`src/rtl/core/tlt_pkg.sv`:
```
package tlt_pkg;

    localparam int MAX_TRACKS  = 64;
    localparam int SLOT_W      = $clog2(MAX_TRACKS);
    localparam int CNT_W       = $clog2(MAX_TRACKS + 1);
    localparam int COUNT_WIDTH = 16;
    localparam int ID_W        = 31;
    localparam int INV_W       = 8;
    localparam int RATIO_W     = 9;
    localparam int CFG_ADDR_W  = 1;
    localparam int CFG_DATA_W  = 9;
    localparam int STATUS_W    = 2;

    localparam logic [CNT_W-1:0]       MAX_TRACKS_C = CNT_W'(MAX_TRACKS);
    localparam logic [COUNT_WIDTH-1:0] COUNT_MAX    = '1;
    localparam logic [INV_W-1:0]       INV_MAX      = '1;
    localparam logic [RATIO_W-1:0]     RATIO_RESET  = RATIO_W'(154);
    localparam logic [INV_W-1:0]       INV_RUN_RESET = INV_W'(1);

    typedef enum logic [1:0] {
        FUNC_CREATE,
        FUNC_HIT,
        FUNC_MISS,
        FUNC_SWEEP
    } t_func;

    typedef enum logic [STATUS_W-1:0] {
        ST_OK,
        ST_FULL,
        ST_NO_SLOT
    } t_status;

    typedef enum logic [CFG_ADDR_W-1:0] {
        CFG_RATIO_MIN,
        CFG_INVIS_MAX
    } t_cfg_addr;

    typedef enum logic [2:0] {
        S_IDLE,
        S_UPD,
        S_FIN,
        S_SWEEP,
        S_SWEEP_OUT
    } t_state;

    typedef struct packed {
        logic accept;
        logic rd_slot;
        logic upd_load;
        logic fin_load;
        logic sweep_start;
        logic sweep_run;
        logic sweep_load;
    } t_cmd;

    typedef struct packed {
        logic slot_ok;
        logic out_free;
        logic sweep_done;
    } t_stat;

    typedef struct packed {
        logic [ID_W-1:0]        id;
        logic [COUNT_WIDTH-1:0] age;
        logic [COUNT_WIDTH-1:0] vis;
        logic [INV_W-1:0]       inv;
    } t_entry;

endpackage

```
`src/rtl/core/tlt_ctrl.sv`:
```
module tlt_ctrl (
    input  logic           i_clk,
    input  logic           i_rst_n,
    input  logic           i_valid,
    input  tlt_pkg::t_func i_func,
    input  tlt_pkg::t_stat i_stat,
    output tlt_pkg::t_cmd  o_cmd,
    output logic           o_stall
);
    import tlt_pkg::*;

    t_state r_state;
    t_state n_state;

    always_ff @(posedge i_clk) begin
        if (!i_rst_n) begin
            r_state <= S_IDLE;
        end else begin
            r_state <= n_state;
        end
    end

    always_comb begin
        n_state = r_state;
        case (r_state)
            S_IDLE: begin
                if (i_valid) begin
                    case (i_func)
                        FUNC_CREATE: n_state = S_FIN;
                        FUNC_HIT,
                        FUNC_MISS:   n_state = i_stat.slot_ok ? S_UPD : S_FIN;
                        FUNC_SWEEP:  n_state = S_SWEEP;
                        default:     n_state = S_FIN;
                    endcase
                end
            end
            S_UPD: begin
                if (i_stat.out_free) n_state = S_IDLE;
            end
            S_FIN: begin
                if (i_stat.out_free) n_state = S_IDLE;
            end
            S_SWEEP: begin
                if (i_stat.sweep_done) n_state = S_SWEEP_OUT;
            end
            S_SWEEP_OUT: begin
                if (i_stat.out_free) n_state = S_IDLE;
            end
            default: n_state = S_IDLE;
        endcase
    end

    always_comb begin
        o_cmd   = '0;
        o_stall = 1'b1;
        case (r_state)
            S_IDLE: begin
                o_stall           = 1'b0;
                o_cmd.accept      = i_valid;
                o_cmd.rd_slot     = i_valid && i_stat.slot_ok &&
                                    (i_func == FUNC_HIT || i_func == FUNC_MISS);
                o_cmd.sweep_start = i_valid && (i_func == FUNC_SWEEP);
            end
            S_UPD:       o_cmd.upd_load   = i_stat.out_free;
            S_FIN:       o_cmd.fin_load   = i_stat.out_free;
            S_SWEEP:     o_cmd.sweep_run  = 1'b1;
            S_SWEEP_OUT: o_cmd.sweep_load = i_stat.out_free;
            default:     o_cmd = '0;
        endcase
    end

endmodule

```
`config.mk`:
```
export PLATFORM = sky130hd
export DESIGN_NAME = tlt_ctrl
export DESIGN_NICKNAME = d
export VERILOG_FILES = /design/src/rtl/core/tlt_pkg.sv /design/src/rtl/core/tlt_ctrl.sv
export SDC_FILE = /design/constraint.sdc
export NUM_CORES = 1
export LEC_CHECK = 0
export BUFFER_PORTS_ARGS = -buffer_cell sky130_fd_sc_hd__buf_4
export CAP_MARGIN = 15
export CORE_AREA = 2 2 39 41
export CTS_CLUSTER_SIZE = 12
export DETAILED_ROUTE_END_ITERATION = 12
export DIE_AREA = 0 0 41 43
export PLACE_DENSITY = 0.54
export SYNTH_ARGS = -nofsm -noshare
export SYNTH_HDL_FRONTEND = slang
export SYNTH_SLANG_ARGS = --single-unit
```
`constraint.sdc`:
```
create_clock -name i_clk -period 3.55 [get_ports i_clk]
set_input_delay 0.1775 -clock i_clk [delete_from_list [all_inputs] [get_ports i_clk]]
set_output_delay 0.1775 -clock i_clk [all_outputs]
set_load 0.05 [all_outputs]
```
# ---- Word level (Yosys, flattened, before mapping)
# Index checks and enable logic that the tools add are counted.
dict set report word_totals {
  ff_bits 3
}
dict set report classes {
  n_reduce_logical 9
  mux 13
  eq_ne 10
}
# op n
set ops {}
lappend ops {{$pmux W3 S3} 2}
lappend ops {{$mux W3} 3}
lappend ops {{$eq A3 B2 Y1 const B} 2}
lappend ops {{$mux W1} 6}
lappend ops {{$eq A2 B2 Y1 const B} 2}
lappend ops {{$mux W2} 2}
lappend ops {{$ne A2 B2 Y1 const B} 2}
lappend ops {{$eq A3 B1 Y1 const B} 1}
lappend ops {{$eq A3 B3 Y1 const B} 1}
lappend ops {{$logic_and A1 B1 Y1} 3}
lappend ops {{$logic_not A3 Y1} 1}
lappend ops {{$reduce_and A3 Y1} 1}
lappend ops {{$reduce_or A3 Y1} 1}
lappend ops {{$eq A2 B1 Y1 const B} 1}
lappend ops {{$logic_not A2 Y1} 1}
lappend ops {{$ne A2 B1 Y1 const B} 1}
lappend ops {{$reduce_or A2 Y1} 1}
lappend ops {{$logic_or A1 B1 Y1} 1}

# ---- Longest topological paths before layout
# Gate-level depths: netlist of run 1.
dict set report logic_depth {
  word_depth 5
  mapped_depth 5
  ltp_nobuf 5
}

# ---- Worst setup path before layout of run 1
# OpenSTA, ideal clock, no wires.
dict set report synth_timing {
  path_type {register to output}
  from {register r_state[0]}
  to {output o_cmd[5] (netlist bit)}
  required_ns 3.372
  path_stages_with_launch 5
  path_buffers 1
  setup_slack_ns 1.684
  arrival_time_ns 1.688
  cell_sequence {dfxtp_1 buf_4 nor3_1 and2_1 and3_1}
}
# item line_no
set synth_lines {}
lappend synth_lines {{from (decl)} tlt_ctrl.sv:12} ;# t_state r_state;
lappend synth_lines {{from (signal assigned)} tlt_ctrl.sv:19} ;# r_state <= n_state;
lappend synth_lines {{to (decl)} tlt_ctrl.sv:7} ;# output tlt_pkg::t_cmd o_cmd,

==> insert_results.sql, run 1 <==
INSERT INTO impl_metrics (metric_group, metric, value, unit) VALUES
('run_status', 'outcome', 'complete, no violations', ''),
('pwr', 'internal_power', '104', 'uW'),
('min_path', 'hold_path_startpoint', 'i_rst_n', ''),
('clock_tree', 'clock_insertion_delay_worst_skew', '0.23', 'ns'),
('timing', 'fin_worst_skew', '0.00253', 'ns'),
('logic_synthesis', 'number_of_standard_cells_after_synthesis', '35', ''),
('place', 'place.gp.congestion', '0.690', ''),
('worst_setup_path', 'critPathMaxFanout', '11', ''),
('pwr', 'power.static_leakage', '0.000215', 'uW'),
('logic_synthesis', 'ys_seq_elements', '3', ''),
('clock_tree', 'numCtsBuffers', '3', ''),
('pwr', 'power_frac_seq', '25.4', '%'),
('clock_tree', 'cts_buffer_depth', '2', ''),
('timing', 'max_slew.worst_pin.slew', '0.349', 'ns'),
('logic_synthesis', 'synth_top_cell_area_share', '19.7', '%'),
('clock_tree', 'clock_sink_count', '3', ''),
('routing', 'route.detailed.wl_per_inst', '9.32', 'um'),
('clock_tree', 'cts_post_setup_buffers_inserted', '0', ''),
('timing', 'fin_crit', '1.63', 'ns'),
('min_path', 'hold_path_depth', '2', ''),
('pwr', 'clock_power_share', '36.1', '%'),
('routing', 'drtPass1Iterations', '4', ''),
('place', 'port_buffers', '15', ''),
('pwr', 'pwr_density_cell', '363', 'mW/mm^2'),
('clock_tree', 'htree_levels', '1', ''),
('die', 'dieArea', '0.00176', 'sq mm'),
('pwr', 'swShare', '35.6', '%'),
('routing', 'routed_via_density', '4.57', ''),
('final_layout', 'finish.net_count', '63', ''),
('clock_tree', 'cts_tree', 'yes', ''),
('logic_synthesis', 'yosysUniqueCellTypes', '23', ''),
('logic_synthesis', 'synth-seq-area-share', '19.7', '%'),
('final_layout', 'diodes', '0', ''),
('die', 'core_region_area', '0.00138', 'sq mm'),
('logic_synthesis', 'yosys_warning_count', '0', ''),
('final_layout', 'finalCoreUtilization', '32.2', '%'),
('worst_setup_path', 'reg2reg_slack', '2.23', 'ns'),
('timing', 'setup_repair_after_global_routing_missed_its_margin', 'no', ''),
('global_route', 'globalRouteOverflowTotal', '0', ''),
('clock_tree', 'clock_transition_time_at_the_flip_flop_clock_pins_of_the_worst_setup_and_hold_paths', '0.04', 'ns'),
('die', 'row_count', '14', ''),
('logic_synthesis', 'postSynthNetCount', '45', ''),
('logic_synthesis', 'synth_area_per_cell', '8.72', 'sq um'),
('die', 'start_util', '22.1', '%'),
('timing', 'finalSetupViolations', '0', ''),
('global_route', 'grt_usage', '9.03', '%'),
('timing', 'final.period_utilization', '46.1', '%'),
('timing', 'hold_viol_final', '0', ''),
('routing', 'number_of_drc_markers_in_iteration_0', '2', ''),
('logic_synthesis', 'yosysTopAreaCell', 'sky130_fd_sc_hd__dfxtp_1', ''),
('worst_setup_path', 'rr_endpoint', 'r_state[0]', ''),
('global_route', 'initial_antenna_violation_count', '0', ''),
('pwr', 'switchingPower', '57.7', 'uW'),
('timing', 'timing.max_slew.rel_slack', '76.7', '%'),
('worst_setup_path', 'cp_data_required_time', '3.37', 'ns'),
('clock_tree', 'post_cts_resize_count', '0', ''),
('place', 'hpwlAfterDp', '517', 'um'),
('final_layout', 'area.growth.synth_to_final', '45.9', '%'),
('pwr', 'combinationalPowerShare', '38.5', '%'),
('logic_synthesis', 'synth_area_leaders', 'sky130_fd_sc_hd__dfxtp_1, sky130_fd_sc_hd__mux2i_1, sky130_fd_sc_hd__ha_1, sky130_fd_sc_hd__nor2b_1, sky130_fd_sc_hd__and2_1', ''),
('timing', 'holdWs', '0.193', 'ns'),
('final_layout', 'largest_register_ffs', '3', ''),
('worst_setup_path', 'setup.worst_path.class', 'flip-flop to output port', ''),
('die', 'die-width', '41', 'um'),
('timing', 'fmax', '612', 'MHz'),
('clock_tree', 'cts_hold_buf', '0', ''),
('die', 'fp.dieH', '43', 'um'),
('routing', 'drc_errors', '0', ''),
('pwr', 'peakVddDrop', '128', 'uV'),
('global_route', 'grt_pass1_vias', '275', ''),
('min_path', 'timing.hold.worst.class', 'primary input to flip-flop', '');
==> cells in the mapped netlist <==
| library cell | instances |
|---|---|
| sky130_fd_sc_hd__dfxtp_1 | 3 |
| sky130_fd_sc_hd__inv_1 | 3 |
| sky130_fd_sc_hd__mux2i_1 | 3 |
| sky130_fd_sc_hd__nor2b_1 | 3 |
| sky130_fd_sc_hd__and2_1 | 2 |
| sky130_fd_sc_hd__and3_1 | 2 |
| sky130_fd_sc_hd__ha_1 | 2 |
| sky130_fd_sc_hd__nor3_1 | 2 |
| sky130_fd_sc_hd__a21oi_1 | 1 |
| sky130_fd_sc_hd__a2bb2oi_1 | 1 |
| sky130_fd_sc_hd__a31oi_1 | 1 |
| sky130_fd_sc_hd__and3b_1 | 1 |
| sky130_fd_sc_hd__and4bb_2 | 1 |
| sky130_fd_sc_hd__buf_4 | 1 |
| sky130_fd_sc_hd__buf_6 | 1 |
| sky130_fd_sc_hd__mux2_2 | 1 |
| sky130_fd_sc_hd__nand2_1 | 1 |
| sky130_fd_sc_hd__nand3_1 | 1 |
| sky130_fd_sc_hd__nor3b_2 | 1 |
| sky130_fd_sc_hd__nor4b_1 | 1 |
| sky130_fd_sc_hd__o21ai_0 | 1 |
| sky130_fd_sc_hd__o311ai_0 | 1 |
| sky130_fd_sc_hd__or4b_1 | 1 |
==> routing by layer <==
layer  up-vias  GRT usage [%]  part of all wire (%)  wire [um]
met1       137           10.9                    43        273
met2        12           11.9                    47        300
met5         -              0                     0          0
li1        162              -                     -          -
met4         0           6.00                     0          0
met3         0           4.71                   9.6         61
==> cells by family after synthesis <==
| group | share of synthesized area, % |
|---|---|
| fa+ha+maj | 8.20 |
| mux | 13.5 |
| buf+inv | 9.84 |
| simple gates | 37.7 |
| flops | 19.7 |
| compound gates | 11.1 |
==> worst max-delay path by stage <==
| stage | from | end |
|---|---|---|
| 5_1_grt | r_state[1] | o_cmd[5] |
| 3_3_place_gp | r_state[0] | o_cmd[5] |
| 4_1_cts | r_state[0] | o_cmd[5] |
| 2_1_floorplan | r_state[0] | o_cmd[5] |
| 6_report | r_state[0] | o_cmd[5] |
| 3_5_place_dp | r_state[0] | o_cmd[5] |
==> worst max-delay path: stages, from the launching register on <==
cell	delay, ns
sky130_fd_sc_hd__dfxtp_1	0.40
sky130_fd_sc_hd__nor3_1	0.29
sky130_fd_sc_hd__and2_1	0.19
sky130_fd_sc_hd__and3_1	0.15
sky130_fd_sc_hd__buf_4	0.19
==> metrics by stage <==
stage,setup WS [ns],instance area [sq um],power [uW],instances
after floorplan,1.68,305,87.2,35
after global placement,2.15,419,105,64
after detailed placement,2.15,419,105,64
after CTS,1.90,445,165,68
after global routing,1.75,445,173,68
final,1.92,445,162,68
==> area by class of cell <==
class	instances	area [sq um]
Fill cell	151	938
Multi-Input combinational cell	27	215
Tap cell	16	20.0
Inverter	3	11.3
Timing Repair Buffer	15	113
Clock buffer	4	26.3
Sequential cell	3	60.1
==> cells in the final DEF (no fill, tap or decap) <==
| cell type | instances |
|---|---|
| sky130_fd_sc_hd__nor3b_2 | 1 |
| sky130_fd_sc_hd__dfxtp_1 | 3 |
| sky130_fd_sc_hd__and3_1 | 2 |
| sky130_fd_sc_hd__nor3_1 | 2 |
| sky130_fd_sc_hd__a31oi_1 | 1 |
| sky130_fd_sc_hd__and2_1 | 2 |
| sky130_fd_sc_hd__nor2b_1 | 3 |
| sky130_fd_sc_hd__clkbuf_4 | 3 |
| sky130_fd_sc_hd__or4b_1 | 1 |
| sky130_fd_sc_hd__and4bb_2 | 1 |
| sky130_fd_sc_hd__nand2_1 | 1 |
| sky130_fd_sc_hd__a21oi_1 | 1 |
| sky130_fd_sc_hd__clkbuf_1 | 1 |
| sky130_fd_sc_hd__ha_1 | 2 |
| sky130_fd_sc_hd__mux2i_1 | 3 |
| sky130_fd_sc_hd__buf_4 | 15 |
| sky130_fd_sc_hd__nand3_1 | 1 |
| sky130_fd_sc_hd__o21ai_0 | 1 |
| sky130_fd_sc_hd__a2bb2oi_1 | 1 |
| sky130_fd_sc_hd__inv_1 | 3 |
| sky130_fd_sc_hd__nor4b_1 | 1 |
| sky130_fd_sc_hd__o311ai_0 | 1 |
| sky130_fd_sc_hd__mux2_2 | 1 |
| sky130_fd_sc_hd__and3b_1 | 1 |
==> power groups by stage <==
stage	clock, uW	combinational, uW	sequential (uW)
3_5_place_dp	0	62.9	41.7
3_3_place_gp	0	63.2	41.7
6_report	58.4	62.3	41.1
2_1_floorplan	0	49.7	37.5
4_1_cts	61.2	62.9	41.2
5_1_grt	64.0	67.3	42.0
Power figures use the tool's default switching activity.
==> inputs of run 2 (changes only) <==
clock period = 1.6 ns   (was 3.55 ns; I/O delays follow)
==> run 2 against run 1 <==
  * Final cell count grew 1.5%
  * Non-clock buffer count is 1 higher
  * Largest power group unchanged
  * Total power rose by 130%
  * First-iteration DRC count grew to 2.5 times the previous value
  * Sequential share of layout area is 0.44 points lower
  * Wire length is 10% higher
  * Combinational power is 130% higher
  * Clock skew down 0.0010 ns
  * Critical path depth did not move
  * Critical path type unchanged
  * Sequential cell count unchanged
  * Setup slack worse by 1.8 ns
  * Clock-buffer cell count is the same
==> insert_results.sql, run 2 (synthesized netlist as in run 1, its figures left out) <==
INSERT INTO impl_metrics (metric_group, metric, value, unit) VALUES
('die', 'dieArea', '0.00176', 'sq mm'),
('timing', 'finalSetupViolations', '0', ''),
('worst_setup_path', 'setup.worst_path.class', 'flip-flop to output port', ''),
('final_layout', 'nFillCells', '158', ''),
('worst_setup_path', 'setup.worst_path.start_class', 'flip-flop', ''),
('timing', 'fin_crit', '1.53', 'ns'),
('pwr', 'report.power.total', '374', 'uW'),
('min_path', 'hold_path_depth', '2', ''),
('worst_setup_path', 'critPathMaxFanout', '11', ''),
('routing', 'drtPass1Iterations', '2', ''),
('final_layout', 'diodes', '0', ''),
('run_status', 'outcome', 'complete, no violations', ''),
('clock_tree', 'clk_root_buffer_cell', 'sky130_fd_sc_hd__clkbuf_4', ''),
('timing', 'final.period_utilization', '95.3', '%'),
('routing', 'drc_errors', '0', ''),
('worst_setup_path', 'r2r.worst_path.cells', '3', ''),
('final_layout', 'mostFrequentLayoutCell', 'sky130_fd_sc_hd__buf_4', ''),
('place', 'cells_after_dpl', '65', ''),
('final_layout', 'reg_top3', 'r_state x3', ''),
('min_path', 'timing.hold.worst.class', 'primary input to flip-flop', ''),
('worst_setup_path', 'reg2reg_slack', '0.29', 'ns'),
('clock_tree', 'clock_insertion_delay_worst_skew', '0.23', 'ns'),
('routing', 'number_of_drc_markers_in_iteration_0', '5', ''),
('timing', 'setup_total_negative_slack', '0', 'ns'),
('die', 'die-width', '41', 'um'),
('final_layout', 'largest_register_ffs', '3', ''),
('clock_tree', 'numCtsBuffers', '3', ''),
('clock_tree', 'cts_post_setup_buffers_inserted', '0', ''),
('final_layout', 'largest-register', 'r_state', ''),
('place', 'place.gp.congestion', '0.669', ''),
('timing', 'timing.max_slew.rel_slack', '77.2', '%'),
('worst_setup_path', 'cp_data_required_time', '1.52', 'ns'),
('final_layout', 'final-seq-area', '60.1', 'sq um'),
('global_route', 'initial_antenna_violation_count', '0', ''),
('final_layout', 'multi_input_area', '223', 'sq um'),
('clock_tree', 'post_cts_resize_count', '0', ''),
('routing', 'route.vias.total', '315', ''),
('timing', 'hold_viol_final', '0', ''),
('global_route', 'grt_usage', '8.22', '%'),
('worst_setup_path', 'rr_endpoint', 'r_state[0]', ''),
('clock_tree', 'clock_sink_count', '3', ''),
('pwr', 'peakVddDrop', '280', 'uV'),
('routing', 'routed_via_density', '4.57', ''),
('timing', 'setup_repair_after_global_routing_missed_its_margin', 'no', ''),
('timing', 'max_slew.worst_pin.slew', '0.342', 'ns'),
('clock_tree', 'cts_tree', 'yes', ''),
('final_layout', 'area.growth.synth_to_final', '50.8', '%'),
('global_route', 'grt_pass1_vias', '271', ''),
('pwr', 'power.static_leakage', '0.000224', 'uW'),
('flow_run', 'drv_cap', '0', ''),
('die', 'pin_count', '16', ''),
('die', 'core_region_area', '0.00138', 'sq mm'),
('die', 'start_util', '22.1', '%'),
('routing', 'route.detailed.wl_per_inst', '10.1', 'um'),
('routing', 'drt.antenna.violating_nets', '0', ''),
('final_layout', 'finalCoreUtilization', '33.3', '%'),
('timing', 'fin_worst_skew', '0.00149', 'ns'),
('routing', 'drt_wl_total', '700', 'um'),
('worst_setup_path', 'worst_r2r_startpoint', 'r_state[0]', ''),
('timing', 'fmax', '656', 'MHz'),
('timing', 'holdWs', '0.0960', 'ns'),
('clock_tree', 'htree_levels', '1', ''),
('place', 'port_buffers', '15', ''),
('worst_setup_path', 'end_kind', 'output port', ''),
('global_route', 'grt_pass1_wl', '966', 'um'),
('global_route', 'grt_start_max_net_pins', '12', ''),
('min_path', 'hold_path_startpoint', 'i_rst_n', ''),
('final_layout', 'layoutNonFillerInstCount', '69', ''),
('worst_setup_path', 'worst_ep_arrival_time', '1.45', 'ns'),
('min_path', 'min_to', 'r_state[2]', ''),
('final_layout', 'fraction_of_layout_cells_with_a_size_suffix_above_1', '47.2', '%'),
('die', 'fp.dieH', '43', 'um'),
('clock_tree', 'cts_buffer_depth', '2', ''),
('pwr', 'pwr_density_cell', '812', 'mW/mm^2'),
('clock_tree', 'cts_hold_buf', '0', ''),
('die', 'row_count', '14', ''),
('final_layout', 'finish.net_count', '64', ''),
('global_route', 'globalRouteOverflowTotal', '0', ''),
('timing', 'number_of_pins_exceeding_their_max_slew_limit_in_the_final_report', '0', ''),
('clock_tree', 'clock_transition_time_at_the_flip_flop_clock_pins_of_the_worst_setup_and_hold_paths', '0.04', 'ns');
## run 2: where the power goes
| part | internal (uW) | leakage [uW] | switching, uW |
|---|---|---|---|
| Sequential | 80.2 | 0.0000245 | 12.1 |
| Combinational | 63.6 | 0.000184 | 82.3 |
| Clock | 93.6 | 0.0000150 | 41.9 |
| Total | 237 | 0.000224 | 136 |
## run 2: how the worst max path moves through the flow
stage                from          to  depth (start not counted)
3_5_place_dp   r_state[0]  r_state[0]                          3
3_3_place_gp   r_state[0]  r_state[0]                          3
6_report       r_state[0]    o_cmd[5]                          4
2_1_floorplan  r_state[1]    o_cmd[5]                          4
4_1_cts        r_state[0]    o_cmd[5]                          4
5_1_grt        r_state[0]    o_cmd[5]                          4
## run 2: per-stage QoR
stage	setup slack, ns	area, sq um
after floorplan	0.107	313
after global placement	0.304	434
after detailed placement	0.293	434
after CTS	0.0656	460
after global routing	0.00266	460
final	0.0748	460
## run 2: layout make-up
type,count,area share (%)
inverters,3,2.45
repair buffers,16,26.1
multi-input cells,27,48.4
flip-flops and latches,3,13.0
well taps,16,4.35
clock buffers,4,5.71
## run 2: worst max-delay path: stages, from the launching register on
cell and delay, ns:
sky130_fd_sc_hd__dfxtp_1 0.51, sky130_fd_sc_hd__nor3_1 0.10, sky130_fd_sc_hd__and2_2 0.21, sky130_fd_sc_hd__and3_2 0.20, sky130_fd_sc_hd__buf_4 0.18
## run 2: metal layers
layer / share of wire (%) / up-vias / global-route usage (%) / wire [um]
li1: - / 163 / - / -
met1: 48 / 139 / 9.58 / 335
met2: 43 / 13 / 11.6 / 301
met3: 9.0 / 0 / 3.14 / 63
met4: 0 / 0 / 6.00 / 0
met5: 0 / - / 0 / 0
